## config.mk

```make
export PLATFORM = sky130hd
export DESIGN_NAME = mcwm_front
export DESIGN_NICKNAME = d
export VERILOG_FILES = /design/src/hdl/mcwm_pkg.sv /design/src/hdl/mcwm_front.sv
export SDC_FILE = /design/constraint.sdc
export NUM_CORES = 1
export LEC_CHECK = 0
export BUFFER_PORTS_ARGS = -buffer_cell sky130_fd_sc_hd__buf_2
export CAP_MARGIN = 15
export CORE_ASPECT_RATIO = 1.4
export CORE_MARGIN = 2
export CORE_UTILIZATION = 60
export DETAILED_ROUTE_END_ITERATION = 10
export PLACE_DENSITY_LB_ADDON = 0.12
export SKIP_LAST_GASP = 1
export SLEW_MARGIN = 20
export SYNTH_ARGS = -nofsm -noshare
export SYNTH_HDL_FRONTEND = slang
export SYNTH_SLANG_ARGS = --single-unit
```

## constraint.sdc

```tcl
create_clock -name clk -period 5 [get_ports clk]
set_input_delay 0.75 -clock clk [delete_from_list [all_inputs] [get_ports clk]]
set_output_delay 0.75 -clock clk [all_outputs]
set_load 0.02 [all_outputs]
```

## src/hdl/mcwm_pkg.sv

```systemverilog
// Shared types and constants for the multi-channel window mean block.
package mcwm_pkg;

  localparam int KIND_W    = 2;
  localparam int CHANNEL_W = 6;
  localparam int SAMPLE_W  = 24;
  localparam int MEAN_W    = 32;
  localparam int FRAC_W    = 8;
  localparam int IN_DATA_W  = 32;
  localparam int OUT_DATA_W = 40;

  typedef enum logic [KIND_W-1:0] {
    KIND_SAMPLE     = 2'd0,
    KIND_ACTIVATE   = 2'd1,
    KIND_DEACTIVATE = 2'd2,
    KIND_REPORT     = 2'd3
  } kind_t;

  typedef struct packed {
    kind_t                 kind;
    logic [CHANNEL_W-1:0]  channel;
    logic [SAMPLE_W-1:0]   sample;
  } cmd_t;

endpackage

```

## src/hdl/mcwm_front.sv

```systemverilog
// Input stage: accepts words, drops out-of-range channel commands, queues the rest.
module mcwm_front #(
  parameter int CHANNELS = 8
) (
  input  logic                               clk,
  input  logic                               rst_n,
  input  logic                               in_tvalid,
  output logic                               in_tready,
  input  logic [mcwm_pkg::IN_DATA_W-1:0]     in_tdata,
  input  logic [mcwm_pkg::KIND_W-1:0]        in_tuser,
  output logic                               cmd_valid,
  output mcwm_pkg::cmd_t                     cmd,
  input  logic                               cmd_pop
);

  localparam int CW    = mcwm_pkg::CHANNEL_W;
  localparam int SW    = mcwm_pkg::SAMPLE_W;
  localparam int DEPTH = 4;
  localparam int PTR_W = 2;
  localparam logic [CW-1:0] CH_LIMIT = CW'(CHANNELS);

  mcwm_pkg::cmd_t        queue_r [DEPTH];
  logic [PTR_W-1:0]      wr_ptr_r;
  logic [PTR_W-1:0]      rd_ptr_r;
  logic [PTR_W:0]        count_r;
  mcwm_pkg::cmd_t        in_cmd;
  logic                  keep;
  logic                  push;
  logic                  pop;

  always_comb begin
    in_cmd.kind    = mcwm_pkg::kind_t'(in_tuser);
    in_cmd.channel = in_tdata[CW-1:0];
    in_cmd.sample  = in_tdata[CW+SW-1:CW];
  end

  assign keep      = (in_cmd.kind == mcwm_pkg::KIND_REPORT) || (in_cmd.channel < CH_LIMIT);
  assign in_tready = (count_r != (PTR_W+1)'(DEPTH));
  assign push      = in_tvalid && in_tready && keep;
  assign cmd_valid = (count_r != '0);
  assign pop       = cmd_pop && cmd_valid;
  assign cmd       = queue_r[rd_ptr_r];

  always_ff @(posedge clk) begin
    if (!rst_n) begin
      wr_ptr_r <= '0;
      rd_ptr_r <= '0;
      count_r  <= '0;
    end else begin
      if (push) begin
        wr_ptr_r <= wr_ptr_r + PTR_W'(1);
      end
      if (pop) begin
        rd_ptr_r <= rd_ptr_r + PTR_W'(1);
      end
      if (push && !pop) begin
        count_r <= count_r + (PTR_W+1)'(1);
      end else if (pop && !push) begin
        count_r <= count_r - (PTR_W+1)'(1);
      end
    end
  end

  always_ff @(posedge clk) begin
    if (push) begin
      queue_r[wr_ptr_r] <= in_cmd;
    end
  end

endmodule

```

==> results of run 1 <==
## final timing paths
check / endpoint / slack, ps / cells past startpoint
worst max register to register: count_r[2] / 2670 / 8
worst max-delay path: cmd[27] / 1950 / 3
worst min-delay path: wr_ptr_r[1] / 530 / 2
worst min register to register: wr_ptr_r[1] / 530 / 2
## where the power goes
| group | switching [W] | leakage (nW) | total [W] | internal (W) |
|---|---|---|---|---|
| Sequential | 0.0000729 | 1.23 | 0.00138 | 0.00130 |
| Clock | 0.000436 | 0.260 | 0.00111 | 0.000671 |
| Combinational | 0.000294 | 0.583 | 0.000566 | 0.000272 |
| Total | 0.000802 | 2.08 | 0.00305 | 0.00225 |
## cell families (layout without fill, tap and decap cells)
group / Yosys count / after routing / share of synthesized area, %
buf+inv: 12 / 106 / 0.980
compound gates: 5 / 5 / 1.08
mux: 35 / 35 / 14.7
xor+xnor: 4 / 4 / 0.686
other cells: 0 / 1 / 0
flops: 137 / 137 / 78.8
fa+ha+maj: 6 / 6 / 1.62
simple gates: 19 / 19 / 2.18
## tightest hold or removal path, cell delays in order (launching register included)
cell and delay, ps:
dfxtp_1 340, nand2_1 70, mux2i_1 60
## area by class of cell
type | instances | area share [%]
diodes | 1 | 0.0411
clock buffers | 17 | 6.98
clock inverters | 15 | 1.83
inverters | 4 | 0.246
multi-input cells | 69 | 17.0
flip-flops and latches | 137 | 66.1
well taps | 102 | 2.09
repair buffers | 70 | 5.79
## state kept, by name, summed over array words and instances (netlist names), named ones only
| signal | flops |
|---|---|
| count_r | 3 |
| wr_ptr_r | 2 |
| queue_r | 128 |
| rd_ptr_r | 2 |
## metal layers
layer	global-route usage, %	up-vias
li1	-	1067
met4	6.22	0
met5	0	-
met2	35.6	94
met1	26.1	1209
met3	8.69	13
## Yosys cell counts, types with 2 or more instances
master	count
edfxtp_1	128
xnor2_1	3
and2_1	4
mux2i_1	3
clkbuf_1	3
buf_2	4
ha_1	5
dfxtp_1	9
nand2_1	6
and2_2	4
mux4_2	32
or3_1	2
inv_1	4
## per-stage QoR
stage | hold WS (ps) | utilization [%] | cells
3_5_place_dp | 519 | 67.8 | 382
3_3_place_gp | 480 | 67.8 | 382
5_1_grt | 528 | 74.4 | 415
6_report | 530 | 74.4 | 415
2_1_floorplan | 468 | - | 218
4_1_cts | 527 | 74.3 | 414
==> flow_metrics.tcl, run 1 <==
set metrics [dict create \
    cts-root-buf "clkbuf_16" \
    cpPeakStageDelay_ps 680 \
    synth_ff_type "edfxtp_1" \
    multi_input_area_um2 1030 \
    outcome "complete, no violations" \
    seq_area_um2 4030 \
    cts.sink_count 137 \
    cts.repair.resized 0 \
    finalInstanceArea_um2 6100 \
    final.fill_count 480 \
    p_per_area_nw_per_um2 501 \
    synth_cell_types 24 \
    wl_met2_mm 4.72 \
    cts-htree-levels 4 \
    critical_path_arrival_ps 2300 \
    cpMaxStageDelayCell "dfxtp_2" \
    setup_viol 0 \
    synthCells 218 \
    synth_nets 262 \
    fmax_mhz 328 \
    grt_pass1_wl_mm 13.7 \
    worst_pin_slew_ps 869 \
    cts_tree "yes" \
    cp_top_family "flip-flops" \
    post-route-min-period_ps 3050 \
    drt_iter0_drc 124 \
    setup_ws_ps 1950 \
    p_leak_nw 2.08 \
    synth_edf_count 128 \
    path_max_fanout 18 \
    route.met3.wl_um 476 \
    mostFrequentLayoutCell "edfxtp_1" \
    vdd_drop_max_mv 0.511 \
    dp_slack_ps 1900 \
    skew_ps 8.37 \
    path_buf_inv 2 \
    endpoint_kind "primary output" \
    wire_per_inst_um 20.9 \
    die_w_um 82.0 \
    postCtsSetupBuffers 0 \
    gr-total-overflow 0 \
    hp-class "reg -> reg" \
    synth-async-reset-ratio_pct 0 \
    finalHoldViolCount 0 \
    tns_ps 0 \
    cts_buffers 17 \
    io_pins 72 \
    hpwl_mm 4.97 \
    synth_area_leader_cell "edfxtp_1" \
    placed_cell_area_um2 5560 \
    gp_congestion 0.687 \
    die_h_um 113 \
    insertion_delay_ps 410 \
    port_buffers 69 \
    drtAntennaViolNets 0 \
    met1_length_mm 3.35 \
    yosysWarnings 0 \
    min_period_over_period_pct 61.1 \
    drcViolationCount 0 \
    start_util_pct 62.3 \
    path_cells "buf_4, mux4_2, buf_2" \
    grt_setup_unrepaired "false" \
    top_layer "met4" \
    cts_hold_buffers 0 \
    startpoint_type "flip-flop" \
    cap_violations 0 \
    worst-setup-path-type "reg -> out" \
    layout_common_cells "edfxtp_1 (128), buf_2 (69), mux4_2 (32), clkbuf_16 (17), dfxtp_1 (7)" \
    yosysTopAreaCellShare_pct 75.2 \
    slew_headroom_pct 42.1 \
    path_clk_slew_ps 60 \
    viasPerCell 5.74 \
    syn2layout_area_growth_pct 19.3 \
    antenna_found_initial 1 \
    clockBufferDepth 2 \
    wl_mm 8.67 \
    grt_max_degree 33 \
    seq_area_frac_synth_pct 78.8 \
    grt_usage_pct 21.5 \
    core_um2 8200 \
    drtPass1Iterations 5 \
    syn_area_um2 5110 \
    r2r_start "count_r[0]" \
    nNetsFinal 343 \
    min_from "wr_ptr_r[1]" \
    slew_viol_final 0 \
    finalPower_w 0.00305 \
    critPathRequiredTime_ps 4250 \
    synth.area.top_cells "edfxtp_1 (75%), mux4_2 (14%), dfxtp_1 (3.5%)" \
    ys_seq_elements 137 \
    num_rows 39 \
    final_layout_size_suffix_gt1_share_pct 44.6 \
    grt_pass1_vias 2660 \
    syn_area_per_cell_um2 23.4 \
    die_area_um2 9280 \
    via_count 2383 \
]
No activity file was read; power rests on OpenSTA's default activity.
==> run 2, diff against run 1 <==
--- a/config.mk
+++ b/config.mk
@@ -9,7 +9,7 @@
 export CAP_MARGIN = 15
 export CORE_ASPECT_RATIO = 1.4
 export CORE_MARGIN = 2
-export CORE_UTILIZATION = 60
+export CORE_UTILIZATION = 56
 export DETAILED_ROUTE_END_ITERATION = 10
 export PLACE_DENSITY_LB_ADDON = 0.12
 export SKIP_LAST_GASP = 1
==> constraint.sdc (replaced) <==
create_clock -name clk -period 2.9 [get_ports clk]
set_input_delay 0.435 -clock clk [delete_from_list [all_inputs] [get_ports clk]]
set_output_delay 0.435 -clock clk [all_outputs]
set_load 0.02 [all_outputs]
==> run 2 against run 1 <==
Compared with the run above: clock power up 77%; critical path depth unchanged; wire length decreased by 3.8%; critical endpoint is now cmd[8].
==> flow_metrics.tcl, run 2 (synthesis gave the netlist of run 1 again) <==
set metrics [dict create \
    cts_hold_buffers 0 \
    path_max_fanout 21 \
    min_period_over_period_pct 84.8 \
    finalInstanceArea_um2 6260 \
    cts.repair.resized 0 \
    drcViolationCount 0 \
    post-route-min-period_ps 2460 \
    fin_cells 429 \
    wl_mm 8.33 \
    grt_usage_pct 18.2 \
    p_leak_nw 2.15 \
    grtUsageMet3_pct 5.82 \
    worst_pin_slew_ps 505 \
    tns_ps 0 \
    grt_setup_unrepaired "false" \
    final_layout_size_suffix_gt1_share_pct 44.7 \
    dp_cells 397 \
    wire_per_inst_um 19.4 \
    layout_common_cells "edfxtp_1 (128), buf_2 (69), mux4_2 (32), clkbuf_16 (17), dfxtp_1 (7)" \
    drtAntennaViolNets 0 \
    slew_viol_final 0 \
    vdd_drop_max_mv 0.636 \
    mostFrequentLayoutCell "edfxtp_1" \
    insertion_delay_ps 410 \
    top_register "queue_r" \
    io_pins 72 \
    cts-htree-levels 4 \
    clockBufferDepth 2 \
    outcome "complete, no violations" \
    nNetsFinal 353 \
    hold_path_end "queue_r[3][11]" \
    cts_buffers 17 \
    start_util_pct 57.2 \
    port_buffers 69 \
    worst-setup-path-type "reg -> out" \
    die_w_um 84.7 \
    gr-max-usage-layer "met2" \
    largest_reg_flops 128 \
    holdWs_ps 236 \
    num_rows 41 \
    skew_ps 7.64 \
    reg_top3 "queue_r (128), count_r (3)" \
    antenna_found_initial 0 \
    slew_headroom_pct 65.9 \
    die_h_um 117 \
    setup_viol 0 \
    placed_cell_area_um2 5710 \
    critPathRequiredTime_ps 2470 \
    drtPass1Iterations 4 \
    whs_path_depth 1 \
    reg2reg_slack_ps 680 \
    endpoint_kind "primary output" \
    viasPerCell 5.47 \
    grt_pass1_wl_mm 12.9 \
    cts_tree "yes" \
    drt_iter0_drc 119 \
    cts.sink_count 137 \
    gr-total-overflow 0 \
    grt_max_degree 27 \
    cts-root-buf "clkbuf_16" \
    r2r_end "count_r[2]" \
    gp_congestion 0.706 \
    syn2layout_area_growth_pct 22.5 \
    rr_worst_depth 8 \
    min_from "in_tdata[17]" \
    hpwl_mm 5.32 \
    grtUsageMet1_pct 20.5 \
    core_um2 8930 \
    diodes 0 \
    cap_violations 0 \
    critical_path_arrival_ps 2020 \
    startpoint_type "flip-flop" \
    hp-class "in -> reg" \
    postCtsSetupBuffers 0 \
    met2_usage_pct 31.4 \
    path_clk_slew_ps 50 \
    via_count 2346 \
    p_per_area_nw_per_um2 854 \
    finalHoldViolCount 0 \
    r2r_start "count_r[0]" \
    fmax_mhz 407 \
    die_area_um2 9910 \
    grt_pass1_vias 2504 \
]
==> run 2: report_power, final <==
part / internal [W] / switching, W / total (W)
Clock: 0.00125 / 0.000717 / 0.00197
Combinational: 0.000500 / 0.000529 / 0.00103
Sequential: 0.00225 / 0.000103 / 0.00235
Total: 0.00400 / 0.00135 / 0.00535
==> run 2: metrics by stage <==
step	util, %	total power, W	worst slack (ps)
final	70.1	0.00535	442
after detailed placement	64.0	0.00344	240
after global routing	70.1	0.00556	307
after CTS	70.1	0.00541	363
after global placement	64.0	0.00343	296
after floorplan	-	0.00311	404
==> run 2: worst max-delay path by stage <==
stage                            end  slack, ps  cells past startpoint         from
after floorplan           count_r[2]        400                      8  in_tdata[5]
after global placement    count_r[2]        300                      9  in_tdata[5]
after detailed placement  count_r[2]        240                      9  in_tdata[5]
after CTS                    cmd[23]        360                      3    flip-flop
after global routing          cmd[1]        310                      3    flip-flop
final                         cmd[8]        440                      3    flip-flop
==> run 2: area by class of cell <==
| cell class | instances | area [um^2] |
|---|---|---|
| tap | 107 | 134 |
| timing repair buffer | 80 | 503 |
| clock inverter | 10 | 103 |
| multi-input combinational | 69 | 1030 |
| sequential | 137 | 4030 |
| inverter | 4 | 15.0 |
| fill | 570 | 2670 |
| clock buffer | 22 | 444 |
==> run 2: per-layer routing <==
layer | up-vias | wire length, um
met5 | - | 0
met4 | 0 | 102
met3 | 9 | 348
met2 | 57 | 4640
met1 | 1193 | 3250
li1 | 1087 | -
==> run 2: worst max-delay path: stages (launching register included) <==
cell,delay [ps]
dfxtp_2,620
buf_12,280
mux4_2,540
buf_2,180
==> run 3, diff against run 2 <==
==> constraint.sdc (replaced) <==
create_clock -name clk -period 2.3 [get_ports clk]
set_input_delay 0.345 -clock clk [delete_from_list [all_inputs] [get_ports clk]]
set_output_delay 0.345 -clock clk [all_outputs]
set_load 0.02 [all_outputs]
==> run 3 against run 2 <==
Compared with the run above: critical path depth unchanged; via count up 3.4%; sequential cell count unchanged; critical path type unchanged; clock power up 45%; global-route usage up 0.12 points; clock-buffer cell count down 4; largest cell class unchanged; worst hold slack worse by 95 ps.
==> flow_metrics.tcl, run 3 (synthesis gave the netlist of run 1 again) <==
set metrics [dict create \
    outcome "complete, no violations" \
    gp_congestion 0.683 \
    finalPower_w 0.00711 \
    cts_hold_buffers 0 \
    slew_headroom_pct 72.3 \
    critical_path_arrival_ps 1810 \
    p_per_area_nw_per_um2 1100 \
    gr-total-overflow 0 \
    cpPeakStageDelay_ps 570 \
    grt_setup_unrepaired "false" \
    endpoint_kind "primary output" \
    min_period_over_period_pct 93.6 \
    skew_ps 7.03 \
    layout_common_cells "edfxtp_1 (128), buf_2 (69), mux4_2 (32), clkbuf_16 (17), buf_4 (11)" \
    grt_pass1_vias 2578 \
    reg_top3 "queue_r (128), count_r (3)" \
    fmax_mhz 464 \
    io_pins 72 \
    placed_cell_area_um2 5820 \
    cts_tree "yes" \
    grtUsageMet1_pct 19.5 \
    die_h_um 117 \
    mostFrequentLayoutCell "edfxtp_1" \
    drcViolationCount 0 \
    port_buffers 69 \
    hp-class "in -> reg" \
    path_clk_slew_ps 60 \
    drtPass1Iterations 4 \
    grtUsageMet3_pct 6.87 \
    insertion_delay_ps 410 \
    cap_violations 0 \
    finalInstanceArea_um2 6450 \
    viasPerCell 5.54 \
    hpwl_mm 5.47 \
    final.fill_count 541 \
    largest_reg_flops 128 \
    critPathRequiredTime_ps 1960 \
    start_util_pct 57.2 \
    post-route-min-period_ps 2150 \
    wl_mm 8.14 \
    die_area_um2 9910 \
    met2_usage_pct 31.5 \
    gr-max-usage-layer "met2" \
    cts_buffers 17 \
    die_w_um 84.7 \
    via_count 2425 \
    cts-htree-levels 4 \
    cpMaxStageDelayCell "mux4_2" \
    core_um2 8930 \
    setup_viol 0 \
    startpoint_type "flip-flop" \
    cts.repair.resized 0 \
    clockBufferDepth 2 \
    antenna_found_initial 0 \
    p_leak_nw 2.24 \
    drtAntennaViolNets 0 \
    grt_max_degree 18 \
    top_register "queue_r" \
    drt_iter0_drc 181 \
    wire_per_inst_um 18.6 \
    worst-setup-path-type "reg -> out" \
    path_max_fanout 17 \
    grt_pass1_wl_mm 13.0 \
    fin_util_pct 72.3 \
    finalHoldViolCount 0 \
    final_layout_size_suffix_gt1_share_pct 47.7 \
    nNetsFinal 362 \
    diodes 0 \
    worst_pin_slew_ps 411 \
    postCtsSetupBuffers 0 \
    cts.sink_count 137 \
    cts-root-buf "clkbuf_16" \
    num_rows 41 \
    path_cells "buf_4, mux4_2, buf_2" \
    path_buf_inv 2 \
    syn2layout_area_growth_pct 26.4 \
    cp_top_family "multiplexers" \
    fin_cells 438 \
    slew_viol_final 0 \
    vdd_drop_max_mv 0.792 \
    dp_cells 406 \
    grt_usage_pct 18.3 \
]
run 3: cell type report:
| cell class | count | area, um^2 | area share (%) |
|---|---|---|---|
| clock inverter | 14 | 204 | 3.16 |
| tap | 107 | 134 | 2.07 |
| sequential | 137 | 4030 | 62.4 |
| inverter | 4 | 15.0 | 0.233 |
| clock buffer | 18 | 429 | 6.65 |
| multi-input combinational | 69 | 1040 | 16.1 |
| timing repair buffer | 89 | 608 | 9.42 |
run 3: layer usage:
layer	vias up	wire length (um)
li1	1107	-
met1	1220	2970
met2	80	4450
met3	18	501
met4	0	216
met5	-	0
run 3: worst reg2reg max path, cell delays in order (launching register included):
cell      delay (ps)
dfxtp_1          450
nor2_1           130
a221oi_4         280
ha_2             230
inv_1             50
fa_2             330
xor2_1           150
or3_1            300
a21boi_1         120
run 3: final timing paths:
check | start | endpoint | slack (ps) | cells after the start
max | flip-flop | cmd[25] | 150 | 3
min | in_tdata[19] | queue_r[1][13] | 140 | 1
max reg2reg | count_r[0] | count_r[2] | 200 | 8
min reg2reg | wr_ptr_r[0] | wr_ptr_r[0] | 510 | 2
run 3: through the flow:
step	worst slack, ps	hold slack (ps)	setup TNS, ps
finish	147	142	0
global route	13.4	134	0
CTS	104	129	0
detailed placement	-115	508	-115
global placement	-44.7	487	-44.7
floorplan	-25.4	444	-25.4
run 3: where the power goes:
part	switching (W)	internal, W	leakage [nW]	total, W
combinational	0.000727	0.000639	0.707	0.00137
clock	0.000940	0.00191	0.302	0.00285
sequential	0.0000619	0.00283	1.23	0.00290
total	0.00173	0.00538	2.24	0.00711
